$ cat src/sv/scb_pkg.sv
// shared types and constants for the seven-segment command builder
// no dependencies; imported by every module of the block
`timescale 1ns / 1ps

package scb_pkg;

    // digits on the display and the full segment-run length
    localparam int DIGITS = 4;
    localparam logic [2:0] LEN_FULL = 3'd4;

    // largest number the display can show
    localparam logic [13:0] NUM_MAX = 14'd9999;

    // command bytes and segment bits
    localparam logic [7:0] CMD_DATA   = 8'h40;
    localparam logic [7:0] CMD_ADDR   = 8'hC0;
    localparam logic [7:0] CMD_BRIGHT = 8'h80;
    localparam logic [7:0] DP_BIT     = 8'h80;
    localparam logic [7:0] SEG_BLANK  = 8'h00;

    // configuration register indexes
    localparam logic CFG_BRIGHTNESS = 1'b0;
    localparam logic CFG_PARTITION  = 1'b1;

    // request operations
    typedef enum logic [2:0] {
        OP_NUMBER       = 3'd0,
        OP_PREFIX       = 3'd1,
        OP_SUFFIX       = 3'd2,
        OP_BLANK_ALL    = 3'd3,
        OP_BLANK_PREFIX = 3'd4,
        OP_BLANK_SUFFIX = 3'd5
    } op_t;

    // positions in the byte sequence of one request
    localparam logic [2:0] STEP_DATA = 3'd0;
    localparam logic [2:0] STEP_ADDR = 3'd1;
    localparam logic [2:0] STEP_SEG0 = 3'd2;

    // one request, fully classified, as handed from front to back
    typedef struct packed {
        logic [DIGITS-1:0][7:0] seg;   // seg[0] is the thousands digit
        logic [2:0]             len;   // segment bytes sent, rightmost ones
        logic [1:0]             pos;   // first digit address
    } desc_t;

    // decimal digit to segment pattern, bits 0..6 are A..G
    function automatic logic [7:0] seg_of_digit(input logic [3:0] d);
        logic [7:0] s;
        case (d)
            4'd0:    s = 8'h3F;
            4'd1:    s = 8'h06;
            4'd2:    s = 8'h5B;
            4'd3:    s = 8'h4F;
            4'd4:    s = 8'h66;
            4'd5:    s = 8'h6D;
            4'd6:    s = 8'h7D;
            4'd7:    s = 8'h07;
            4'd8:    s = 8'h7F;
            4'd9:    s = 8'h6F;
            default: s = SEG_BLANK;
        endcase
        return s;
    endfunction

endpackage

$ cat src/sv/scb_req_if.sv
// request channel: valid/ready handshake with the request fields
// no dependencies
`timescale 1ns / 1ps

interface scb_req_if;
    logic        valid;
    logic        ready;
    logic [2:0]  operation;
    logic [13:0] number;
    logic        show_leading_zeros;
    logic [2:0]  digit_count;
    logic [1:0]  start_position;

    modport source (
        output valid, operation, number, show_leading_zeros, digit_count, start_position,
        input  ready
    );
    modport sink (
        input  valid, operation, number, show_leading_zeros, digit_count, start_position,
        output ready
    );
endinterface

$ cat src/sv/scb_byte_if.sv
// bus byte channel: valid/ready handshake with one byte and its frame marks
// no dependencies
`timescale 1ns / 1ps

interface scb_byte_if;
    logic       valid;
    logic       ready;
    logic [7:0] bus_byte;
    logic       start_before;
    logic       stop_after;
    logic       last;

    modport source (
        output valid, bus_byte, start_before, stop_after, last,
        input  ready
    );
    modport sink (
        input  valid, bus_byte, start_before, stop_after, last,
        output ready
    );
endinterface

$ cat src/sv/scb_front.sv
// front end: accepts requests, classifies them and splits the number into digits
// depends on scb_pkg and scb_req_if
`timescale 1ns / 1ps

module scb_front
    import scb_pkg::*;
(
    input  logic       clk,
    input  logic       rst_n,
    input  logic [2:0] partition,
    scb_req_if.sink    req,
    output desc_t      push_desc,
    output logic       push,
    input  logic       q_ready
);

    typedef struct packed {
        logic       zeros;
        logic       blank;
        logic       dp;
        logic       emit;
        logic [2:0] len;
        logic [1:0] pos;
    } ctl_t;

    // largest multiple of w not above n, as a digit
    function automatic logic [3:0] dec_digit(input logic [13:0] n, input logic [13:0] w);
        logic [3:0] d;
        d = 4'd0;
        for (int k = 1; k < 10; k++)
        begin
            if (n >= 14'(k) * w)
            begin
                d = 4'(k);
            end
        end
        return d;
    endfunction

    logic        s1_valid_reg;
    ctl_t        s1_ctl_reg;
    logic [13:0] s1_n_reg;
    logic        s2_valid_reg;
    ctl_t        s2_ctl_reg;
    logic [3:0]  s2_thou_reg;
    logic [9:0]  s2_rem_reg;
    logic        s3_valid_reg;
    ctl_t        s3_ctl_reg;
    logic [3:0]  s3_thou_reg;
    logic [3:0]  s3_hund_reg;
    logic [6:0]  s3_rem_reg;

    ctl_t        s1_ctl_next;
    logic [13:0] s1_n_next;
    logic [3:0]  s2_thou_next;
    logic [13:0] s2_rem_wide;
    logic [3:0]  s3_hund_next;
    logic [13:0] s3_rem_wide;
    logic [3:0]  d_ten;
    logic [13:0] unit_wide;
    logic [3:0]  d_unit;
    logic        lz0;
    logic        lz1;
    logic        lz2;
    logic        s3_leave;
    logic        s3_free;
    logic        s2_free;
    logic        s1_free;

    // stage flow: a stage takes new data when empty or when it moves on
    assign s3_leave = s3_valid_reg && (!s3_ctl_reg.emit || q_ready);
    assign s3_free  = !s3_valid_reg || s3_leave;
    assign s2_free  = !s2_valid_reg || s3_free;
    assign s1_free  = !s1_valid_reg || s2_free;
    assign req.ready = s1_free;

    // classify the request: run length, address, blanking and decimal point
    always_comb
    begin
        s1_n_next         = (req.number > NUM_MAX) ? NUM_MAX : req.number;
        s1_ctl_next.zeros = req.show_leading_zeros;
        s1_ctl_next.blank = 1'b0;
        s1_ctl_next.dp    = 1'b0;
        s1_ctl_next.emit  = 1'b1;
        s1_ctl_next.len   = LEN_FULL;
        s1_ctl_next.pos   = 2'd0;
        case (op_t'(req.operation))
            OP_NUMBER:
            begin
                s1_ctl_next.len = (req.digit_count > LEN_FULL) ? LEN_FULL : req.digit_count;
                s1_ctl_next.pos = req.start_position;
            end
            OP_PREFIX:
            begin
                s1_ctl_next.len = (partition == 3'd0) ? LEN_FULL : partition;
                s1_ctl_next.dp  = (partition != 3'd0);
            end
            OP_SUFFIX:
            begin
                s1_ctl_next.len  = LEN_FULL - partition;
                s1_ctl_next.pos  = partition[1:0];
                s1_ctl_next.emit = (partition != LEN_FULL);
            end
            OP_BLANK_ALL:
            begin
                s1_ctl_next.blank = 1'b1;
            end
            OP_BLANK_PREFIX:
            begin
                s1_ctl_next.blank = 1'b1;
                s1_ctl_next.dp    = 1'b1;
                s1_ctl_next.len   = (partition == 3'd0) ? LEN_FULL : partition;
            end
            OP_BLANK_SUFFIX:
            begin
                s1_ctl_next.blank = 1'b1;
                s1_ctl_next.len   = LEN_FULL - partition;
                s1_ctl_next.pos   = partition[1:0];
            end
            default:
            begin
                s1_ctl_next.emit = 1'b0;
            end
        endcase
    end

    // thousands and hundreds digits, one per stage
    assign s2_thou_next = dec_digit(s1_n_reg, 14'd1000);
    assign s2_rem_wide  = s1_n_reg - 14'(s2_thou_next) * 14'd1000;
    assign s3_hund_next = dec_digit({4'd0, s2_rem_reg}, 14'd100);
    assign s3_rem_wide  = {4'd0, s2_rem_reg} - 14'(s3_hund_next) * 14'd100;

    // tens and units, then segment patterns with leading-zero blanking
    assign d_ten     = dec_digit({7'd0, s3_rem_reg}, 14'd10);
    assign unit_wide = {7'd0, s3_rem_reg} - 14'(d_ten) * 14'd10;
    assign d_unit    = unit_wide[3:0];
    assign lz0       = (s3_thou_reg == 4'd0) && !s3_ctl_reg.zeros;
    assign lz1       = lz0 && (s3_hund_reg == 4'd0);
    assign lz2       = lz1 && (d_ten == 4'd0);

    always_comb
    begin
        push_desc.len = s3_ctl_reg.len;
        push_desc.pos = s3_ctl_reg.pos;
        if (s3_ctl_reg.blank)
        begin
            push_desc.seg[0] = SEG_BLANK;
            push_desc.seg[1] = SEG_BLANK;
            push_desc.seg[2] = SEG_BLANK;
            push_desc.seg[3] = SEG_BLANK;
        end
        else
        begin
            push_desc.seg[0] = lz0 ? SEG_BLANK : seg_of_digit(s3_thou_reg);
            push_desc.seg[1] = lz1 ? SEG_BLANK : seg_of_digit(s3_hund_reg);
            push_desc.seg[2] = lz2 ? SEG_BLANK : seg_of_digit(d_ten);
            push_desc.seg[3] = seg_of_digit(d_unit);
        end
        if (s3_ctl_reg.dp)
        begin
            push_desc.seg[3] = push_desc.seg[3] | DP_BIT;
        end
    end

    // items that produce no bytes are dropped here
    assign push = s3_valid_reg && s3_ctl_reg.emit && q_ready;

    // stage valid bits
    always_ff @(posedge clk or negedge rst_n)
    begin
        if (!rst_n)
        begin
            s1_valid_reg <= 1'b0;
            s2_valid_reg <= 1'b0;
            s3_valid_reg <= 1'b0;
        end
        else
        begin
            if (s1_free)
            begin
                s1_valid_reg <= req.valid;
            end
            if (s2_free)
            begin
                s2_valid_reg <= s1_valid_reg;
            end
            if (s3_free)
            begin
                s3_valid_reg <= s2_valid_reg;
            end
        end
    end

    // stage payload
    always_ff @(posedge clk)
    begin
        if (s1_free)
        begin
            s1_ctl_reg <= s1_ctl_next;
            s1_n_reg   <= s1_n_next;
        end
        if (s2_free)
        begin
            s2_ctl_reg  <= s1_ctl_reg;
            s2_thou_reg <= s2_thou_next;
            s2_rem_reg  <= s2_rem_wide[9:0];
        end
        if (s3_free)
        begin
            s3_ctl_reg  <= s2_ctl_reg;
            s3_thou_reg <= s2_thou_reg;
            s3_hund_reg <= s3_hund_next;
            s3_rem_reg  <= s3_rem_wide[6:0];
        end
    end

endmodule

$ cat src/sv/scb_queue.sv
// descriptor queue between the front and back ends
// depends on scb_pkg
`timescale 1ns / 1ps

module scb_queue
    import scb_pkg::*;
#(
    parameter int DEPTH = 4
)
(
    input  logic  clk,
    input  logic  rst_n,
    input  logic  push,
    input  desc_t push_desc,
    output logic  q_ready,
    input  logic  pop,
    output desc_t head,
    output logic  head_valid
);

    localparam int PTR_W = (DEPTH > 1) ? $clog2(DEPTH) : 1;
    localparam int CNT_W = $clog2(DEPTH + 1);

    desc_t            entry_reg [DEPTH];
    logic [PTR_W-1:0] wr_ptr_reg;
    logic [PTR_W-1:0] rd_ptr_reg;
    logic [CNT_W-1:0] count_reg;
    logic [PTR_W-1:0] wr_ptr_next;
    logic [PTR_W-1:0] rd_ptr_next;
    logic [CNT_W-1:0] count_next;

    assign q_ready    = (count_reg != CNT_W'(DEPTH));
    assign head_valid = (count_reg != '0);
    assign head       = entry_reg[rd_ptr_reg];

    // pointer wrap and occupancy
    always_comb
    begin
        wr_ptr_next = wr_ptr_reg;
        rd_ptr_next = rd_ptr_reg;
        count_next  = count_reg;
        if (push)
        begin
            wr_ptr_next = (wr_ptr_reg == PTR_W'(DEPTH - 1)) ? '0 : wr_ptr_reg + 1'b1;
        end
        if (pop)
        begin
            rd_ptr_next = (rd_ptr_reg == PTR_W'(DEPTH - 1)) ? '0 : rd_ptr_reg + 1'b1;
        end
        if (push && !pop)
        begin
            count_next = count_reg + 1'b1;
        end
        else if (pop && !push)
        begin
            count_next = count_reg - 1'b1;
        end
    end

    always_ff @(posedge clk or negedge rst_n)
    begin
        if (!rst_n)
        begin
            wr_ptr_reg <= '0;
            rd_ptr_reg <= '0;
            count_reg  <= '0;
        end
        else
        begin
            wr_ptr_reg <= wr_ptr_next;
            rd_ptr_reg <= rd_ptr_next;
            count_reg  <= count_next;
        end
    end

    // entry storage
    always_ff @(posedge clk)
    begin
        if (push)
        begin
            entry_reg[wr_ptr_reg] <= push_desc;
        end
    end

    // occupancy never passes the depth
    a_count_bound: assert property (@(posedge clk) disable iff (!rst_n)
        count_reg <= CNT_W'(DEPTH))
        else $error("queue count above depth");

    // a lone push grows the queue by one
    a_push_grows: assert property (@(posedge clk) disable iff (!rst_n)
        push && !pop |=> count_reg == $past(count_reg) + 1'b1)
        else $error("queue count did not grow on push");

endmodule

$ cat src/sv/scb_back.sv
// back end: walks one descriptor into its bus byte sequence, one byte per cycle while the receiver is ready
// depends on scb_pkg and scb_byte_if
`timescale 1ns / 1ps

module scb_back
    import scb_pkg::*;
(
    input  logic       clk,
    input  logic       rst_n,
    input  logic [3:0] brightness,
    input  desc_t      head,
    input  logic       head_valid,
    output logic       pop,
    scb_byte_if.source rsp
);

    logic [2:0] step_reg;
    logic       out_valid_reg;
    logic [7:0] bus_byte_reg;
    logic       start_reg;
    logic       stop_reg;
    logic       last_reg;

    logic [2:0] step_next;
    logic [7:0] bus_byte_next;
    logic       start_next;
    logic       stop_next;
    logic       last_next;
    logic       load;
    logic       final_step;
    logic [2:0] seg_idx;

    assign load       = head_valid && (!out_valid_reg || rsp.ready);
    assign final_step = (step_reg == head.len + 3'd2);
    assign seg_idx    = step_reg + 3'd2 - head.len;
    assign pop        = load && final_step;
    assign step_next  = final_step ? STEP_DATA : step_reg + 3'd1;

    // byte and frame marks for the current step
    always_comb
    begin
        last_next = 1'b0;
        if (step_reg == STEP_DATA)
        begin
            bus_byte_next = CMD_DATA;
            start_next    = 1'b1;
            stop_next     = 1'b1;
        end
        else if (step_reg == STEP_ADDR)
        begin
            bus_byte_next = CMD_ADDR | {6'd0, head.pos};
            start_next    = 1'b1;
            stop_next     = (head.len == 3'd0);
        end
        else if (final_step)
        begin
            bus_byte_next = CMD_BRIGHT | {4'd0, brightness};
            start_next    = 1'b1;
            stop_next     = 1'b1;
            last_next     = 1'b1;
        end
        else
        begin
            bus_byte_next = head.seg[seg_idx[1:0]];
            start_next    = 1'b0;
            stop_next     = (step_reg == head.len + 3'd1);
        end
    end

    // step counter and output valid
    always_ff @(posedge clk or negedge rst_n)
    begin
        if (!rst_n)
        begin
            step_reg      <= STEP_DATA;
            out_valid_reg <= 1'b0;
        end
        else if (load)
        begin
            step_reg      <= step_next;
            out_valid_reg <= 1'b1;
        end
        else if (rsp.ready)
        begin
            out_valid_reg <= 1'b0;
        end
    end

    // output payload
    always_ff @(posedge clk)
    begin
        if (load)
        begin
            bus_byte_reg <= bus_byte_next;
            start_reg    <= start_next;
            stop_reg     <= stop_next;
            last_reg     <= last_next;
        end
    end

    assign rsp.valid        = out_valid_reg;
    assign rsp.bus_byte     = bus_byte_reg;
    assign rsp.start_before = start_reg;
    assign rsp.stop_after   = stop_reg;
    assign rsp.last         = last_reg;

    // the closing byte sits in a frame of its own
    a_last_framed: assert property (@(posedge clk) disable iff (!rst_n)
        out_valid_reg && last_reg |-> start_reg && stop_reg)
        else $error("last byte not framed");

    // the step never runs past the brightness command
    a_step_range: assert property (@(posedge clk) disable iff (!rst_n)
        head_valid |-> step_reg <= head.len + 3'd2)
        else $error("step beyond end of sequence");

    // finishing a request restarts at the data command
    a_restart: assert property (@(posedge clk) disable iff (!rst_n)
        pop |=> step_reg == STEP_DATA)
        else $error("step not reset after request");

endmodule

$ cat src/sv/seven_segment_command_builder.sv
// The first bus byte of a request passes the front stages, the queue and the output register.
// Throughput: one bus byte per cycle from the back end while the receiver is ready, 3 to 7
// bytes per item (3 + digits sent); set by the byte sequencer.
// Ignored operations and a suffix with a full prefix send no bytes; the front drops them.
// Requests are taken every cycle until the descriptor queue and the front stages are full.
// Reset: brightness 15, partition 0, pipeline and queue empty.
`timescale 1ns / 1ps

module seven_segment_command_builder
    import scb_pkg::*;
#(
    parameter int QUEUE_DEPTH = 4
)
(
    input  logic       clk,
    input  logic       rst_n,
    input  logic       cfg_we,
    input  logic       cfg_index,
    input  logic [7:0] cfg_data,
    scb_req_if.sink    req,
    scb_byte_if.source rsp
);

    logic [3:0] brightness_reg;
    logic [2:0] partition_reg;

    desc_t push_desc;
    desc_t head;
    logic  push;
    logic  q_ready;
    logic  pop;
    logic  head_valid;

    // configuration registers; only the low brightness bits are ever used
    always_ff @(posedge clk or negedge rst_n)
    begin
        if (!rst_n)
        begin
            brightness_reg <= 4'hF;
            partition_reg  <= 3'd0;
        end
        else if (cfg_we)
        begin
            case (cfg_index)
                CFG_BRIGHTNESS:
                begin
                    brightness_reg <= cfg_data[3:0];
                end
                CFG_PARTITION:
                begin
                    partition_reg <= (cfg_data[2:0] > LEN_FULL) ? 3'd0 : cfg_data[2:0];
                end
                default:
                begin
                    partition_reg <= partition_reg;
                end
            endcase
        end
    end

    scb_front u_front (
        .clk       (clk),
        .rst_n     (rst_n),
        .partition (partition_reg),
        .req       (req),
        .push_desc (push_desc),
        .push      (push),
        .q_ready   (q_ready)
    );

    scb_queue #(
        .DEPTH (QUEUE_DEPTH)
    ) u_queue (
        .clk        (clk),
        .rst_n      (rst_n),
        .push       (push),
        .push_desc  (push_desc),
        .q_ready    (q_ready),
        .pop        (pop),
        .head       (head),
        .head_valid (head_valid)
    );

    scb_back u_back (
        .clk        (clk),
        .rst_n      (rst_n),
        .brightness (brightness_reg),
        .head       (head),
        .head_valid (head_valid),
        .pop        (pop),
        .rsp        (rsp)
    );

endmodule

$ cat src/flat_wrapper.sv
// flat-port wrapper written by rule: the top's interface ports become plain ports
module seven_segment_command_builder_flat import scb_pkg::*;
#(
    parameter int QUEUE_DEPTH = 4
)
  (clk, rst_n, cfg_we, cfg_index, cfg_data, req_valid, req_operation, req_number, req_show_leading_zeros, req_digit_count, req_start_position, req_ready, rsp_valid, rsp_bus_byte, rsp_start_before, rsp_stop_after, rsp_last, rsp_ready);
  scb_req_if req_i ();
  scb_byte_if rsp_i ();
  input  logic clk;
  input  logic rst_n;
  input  logic cfg_we;
  input  logic cfg_index;
  input  logic [7:0] cfg_data;
  input wire logic [$bits(req_i.valid)-1:0] req_valid;
  input wire logic [$bits(req_i.operation)-1:0] req_operation;
  input wire logic [$bits(req_i.number)-1:0] req_number;
  input wire logic [$bits(req_i.show_leading_zeros)-1:0] req_show_leading_zeros;
  input wire logic [$bits(req_i.digit_count)-1:0] req_digit_count;
  input wire logic [$bits(req_i.start_position)-1:0] req_start_position;
  output wire logic [$bits(req_i.ready)-1:0] req_ready;
  output wire logic [$bits(rsp_i.valid)-1:0] rsp_valid;
  output wire logic [$bits(rsp_i.bus_byte)-1:0] rsp_bus_byte;
  output wire logic [$bits(rsp_i.start_before)-1:0] rsp_start_before;
  output wire logic [$bits(rsp_i.stop_after)-1:0] rsp_stop_after;
  output wire logic [$bits(rsp_i.last)-1:0] rsp_last;
  input wire logic [$bits(rsp_i.ready)-1:0] rsp_ready;
  assign req_i.valid = req_valid;
  assign req_i.operation = req_operation;
  assign req_i.number = req_number;
  assign req_i.show_leading_zeros = req_show_leading_zeros;
  assign req_i.digit_count = req_digit_count;
  assign req_i.start_position = req_start_position;
  assign req_ready = req_i.ready;
  assign rsp_valid = rsp_i.valid;
  assign rsp_bus_byte = rsp_i.bus_byte;
  assign rsp_start_before = rsp_i.start_before;
  assign rsp_stop_after = rsp_i.stop_after;
  assign rsp_last = rsp_i.last;
  assign rsp_i.ready = rsp_ready;
  seven_segment_command_builder #(.QUEUE_DEPTH(QUEUE_DEPTH)) u_core (.clk(clk), .rst_n(rst_n), .cfg_we(cfg_we), .cfg_index(cfg_index), .cfg_data(cfg_data), .req(req_i), .rsp(rsp_i));
endmodule
$ cat config.mk
export PLATFORM = sky130hd
export DESIGN_NAME = seven_segment_command_builder_flat
export DESIGN_NICKNAME = d
export VERILOG_FILES = /design/src/sv/scb_pkg.sv /design/src/sv/scb_req_if.sv /design/src/sv/scb_byte_if.sv /design/src/sv/scb_front.sv /design/src/sv/scb_queue.sv /design/src/sv/scb_back.sv /design/src/sv/seven_segment_command_builder.sv /design/src/flat_wrapper.sv
export SDC_FILE = /design/constraint.sdc
export NUM_CORES = 1
export LEC_CHECK = 0
export BUFFER_PORTS_ARGS = -buffer_cell sky130_fd_sc_hd__buf_4
export CORE_MARGIN = 3
export CORE_UTILIZATION = 45
export DETAILED_ROUTE_END_ITERATION = 16
export SYNTH_ARGS = -nofsm -noshare
export SYNTH_HDL_FRONTEND = slang
export SYNTH_HIERARCHICAL = 1
export SYNTH_SLANG_ARGS = --single-unit
$ cat constraint.sdc
create_clock -name clk -period 6.5 [get_ports clk]
set_clock_uncertainty 0.2 [all_clocks]
set_input_delay 1.3 -clock clk [delete_from_list [all_inputs] [get_ports clk]]
set_output_delay 1.3 -clock clk [all_outputs]
set_load 0.1 [all_outputs]
==> qor.yml <==
synthesis:
  avgSynthCellArea_um2: 14.3
  ys_seq_elements: 264
  synth-seq-area-share_pct: 60.5
  synth_warnings: 6
  synth_cells: 892
  synth.cell_area_um2: 12700
  ys_types: 82
  synth_flop_cell: "edfxtp_1"
  synthArstFlopShare_pct: 7.95
  synth-edff-count: 229
worst_setup_path:
  worstSetupEndpointType: "flip-flop"
  worstPathRequired_ns: 6.57
  path_max_fanout: 7
  cp_data_arrival_time_ns: 4.57
  r2r_setup_slack_ns: 2.00
  crit_type: "reg -> reg"
  cp-start-kind: "flip-flop"
drt:
  viasPerCell: 5.31
  drc: 0
  vias: 7026
  wire_per_inst_um: 17.1
  drtIter0Drc: 416
  ant_nets: 0
  routed_wl_um: 22600
  drt_first_pass_iters: 5
cts:
  htreeDepth: 1
  cts_tree: "built"
  cts_buffers: 27
  cts_resized: 0
  clock_path_buffers: 3
  root_buffer: "clkbuf_16"
  cts.sinks: 264
  clkTransAtPathRegs_ns: 0.06
  insertion_delay_ns: 0.53
  postCtsSetupRepairBufs: 0
  hold_buffers: 0
floorplanning:
  die_w_um: 174
  die_h_um: 174
  initial_core_util_pct: 46.5
  rows: 60
  ios: 50
  core_area_um2: 27300
  die_area_um2: 30300
timing:
  holdWs_ns: 0.218
  period_needed_ns: 4.50
  fin_ws_ns: 2.00
  rsz0062_at_grt: "false"
  hold_viol: 0
  worst-slew-pin-transition_ns: 1.09
  relSlewSlack_pct: 27.3
  finalCritPeriodShare_pct: 69.2
  fin_setup_tns_ns: 0
  drv_slew: 0
  setup_violations: 0
  clock.fmax_mhz: 222
pwr:
  vdd_drop_max_v: 0.000219
  power_leakage_nw: 5.34
  p_per_area_nw_per_um2: 556
hold_path:
  hold_path_class: "reg -> reg"
global_route:
  grt_first_pass_wirelength_um: 36500
  grt_max_degree: 39
  grt_util_met1_pct: 21.3
  use_met2_pct: 24.5
  antenna_found_initial: 0
  grt_busiest_layer: "met2"
  gr-usage-all-layers_pct: 14.9
  grt.met3_usage_pct: 2.25
  grt_pass1_vias: 6821
  grt-ovfl-total: 0
placement:
  dpl.hpwl_um: 15200
  numPortBuffers: 45
  place_area_um2: 13300
  place_inst: 1272
  globalplace.congestion: 0.822
  place_ws_ns: 1.99
layout:
  seq_area_um2: 7690
  final_cells: 1322
  multi_input_area_um2: 4580
  nFillCells: 2359
  syn_to_final_growth_pct: 11.8
  layout_commonest_cell: "edfxtp_1"
  n_antenna_cell: 0
  largest_register_ff_count: 148
  layout_common_cells: "edfxtp_1 (229), ha_1 (58), inv_1 (54)"
  nNetsFinal: 1032
  stdcell_area_um2: 14200
  drive_above_1_share_pct: 17.9
run_status:
  outcome: "finished clean"
run:
  maxCapViolCount: 0
## cells in the mapped netlist, types with 11 or more instances
cell	number	share of area (%)
a21oi_1	35	1.4
dfrtp_1	17	3.3
and2_1	23	1.1
inv_1	54	1.6
nand3_1	19	0.75
nor2_1	42	1.2
buf_4	11	0.65
dfxtp_1	14	2.2
clkbuf_1	22	0.65
edfxtp_1	229	54
o21ai_0	25	0.98
mux2i_1	23	1.8
nand2b_1	19	0.93
xnor2_1	18	1.2
mux4_2	37	6.6
ha_1	58	5.7
nand2_1	37	1.1
## logic make-up after synthesis
kind of cell    Yosys count  synth area share (%)
flops                   264                  60.5
simple gates            202                  8.42
compound gates          152                  8.30
buf+inv                 102                  3.62
mux                      75                  9.84
fa+ha+maj                67                  7.05
xor+xnor                 29                  2.29
other cells               1                0.0295
## per-layer routing
metal	share of wire [%]	wire, um	up-vias
li1	-	-	3446
met1	47	10600	3421
met2	47	10700	132
met3	4.2	944	27
met4	1.6	357	0
met5	0	0	-
## through the flow
stage | util, % | power, mW
after detailed placement | 48.8 | 6.48
after CTS | 52.0 | 7.99
after floorplan | - | 5.69
after global routing | 52.0 | 8.46
final | 52.0 | 7.90
after global placement | 48.8 | 6.43
## layout make-up
| type | count | share of cell area (%) |
|---|---|---|
| inverter | 57 | 1.51 |
| clock buffer | 39 | 5.49 |
| clock inverter | 11 | 0.696 |
| tap | 372 | 3.28 |
| multi-input combinational | 528 | 32.2 |
| timing repair buffer | 51 | 2.69 |
| sequential | 264 | 54.1 |
## power by group
group          switching [mW]  internal [mW]  total (mW)  leakage, nW
registers               0.300           2.64        2.94         2.58
logic                    2.06           1.41        3.47         2.33
clock network           0.611          0.876        1.49        0.417
total                    2.97           4.93        7.90         5.34
## worst paths after layout
kind / from / endpoint / cells past startpoint
worst max-delay path: u_core/u_front/s1_n_reg[7]$_SDFFCE_PN0P_ / u_core/u_front/s2_rem_reg[9]$_DFFE_PP_ / 14
max in group asynchronous: rst_n / u_core/brightness_reg[2]$_DFFE_PN1P_ / 1
worst max register to register: u_core/u_front/s1_n_reg[7]$_SDFFCE_PN0P_ / u_core/u_front/s2_rem_reg[9]$_DFFE_PP_ / 14
worst min register to register: u_core/u_front/s1_ctl_reg[0]$_DFFE_PP_ / u_core/u_front/s2_ctl_reg[0]$_DFFE_PP_ / 0
worst min-delay path: u_core/u_front/s1_ctl_reg[0]$_DFFE_PP_ / u_core/u_front/s2_ctl_reg[0]$_DFFE_PP_ / 0
min in group asynchronous: rst_n / u_core/u_back/rsp.valid$_DFFE_PN0P_ / 1
## critical path: stages (launching register included)
cell and delay, ns:
edfxtp_1 0.50, o211ai_1 0.37, nor2_1 0.12, or2_2 0.34, a21oi_1 0.40, ha_1 0.32, inv_1 0.07, fa_1 0.46
fa_1 0.52, ha_1 0.33, o21ai_0 0.11, o21bai_1 0.15, a21oi_1 0.10, xnor2_1 0.14, xnor2_1 0.13
No activity file was read; power rests on OpenSTA's default activity.
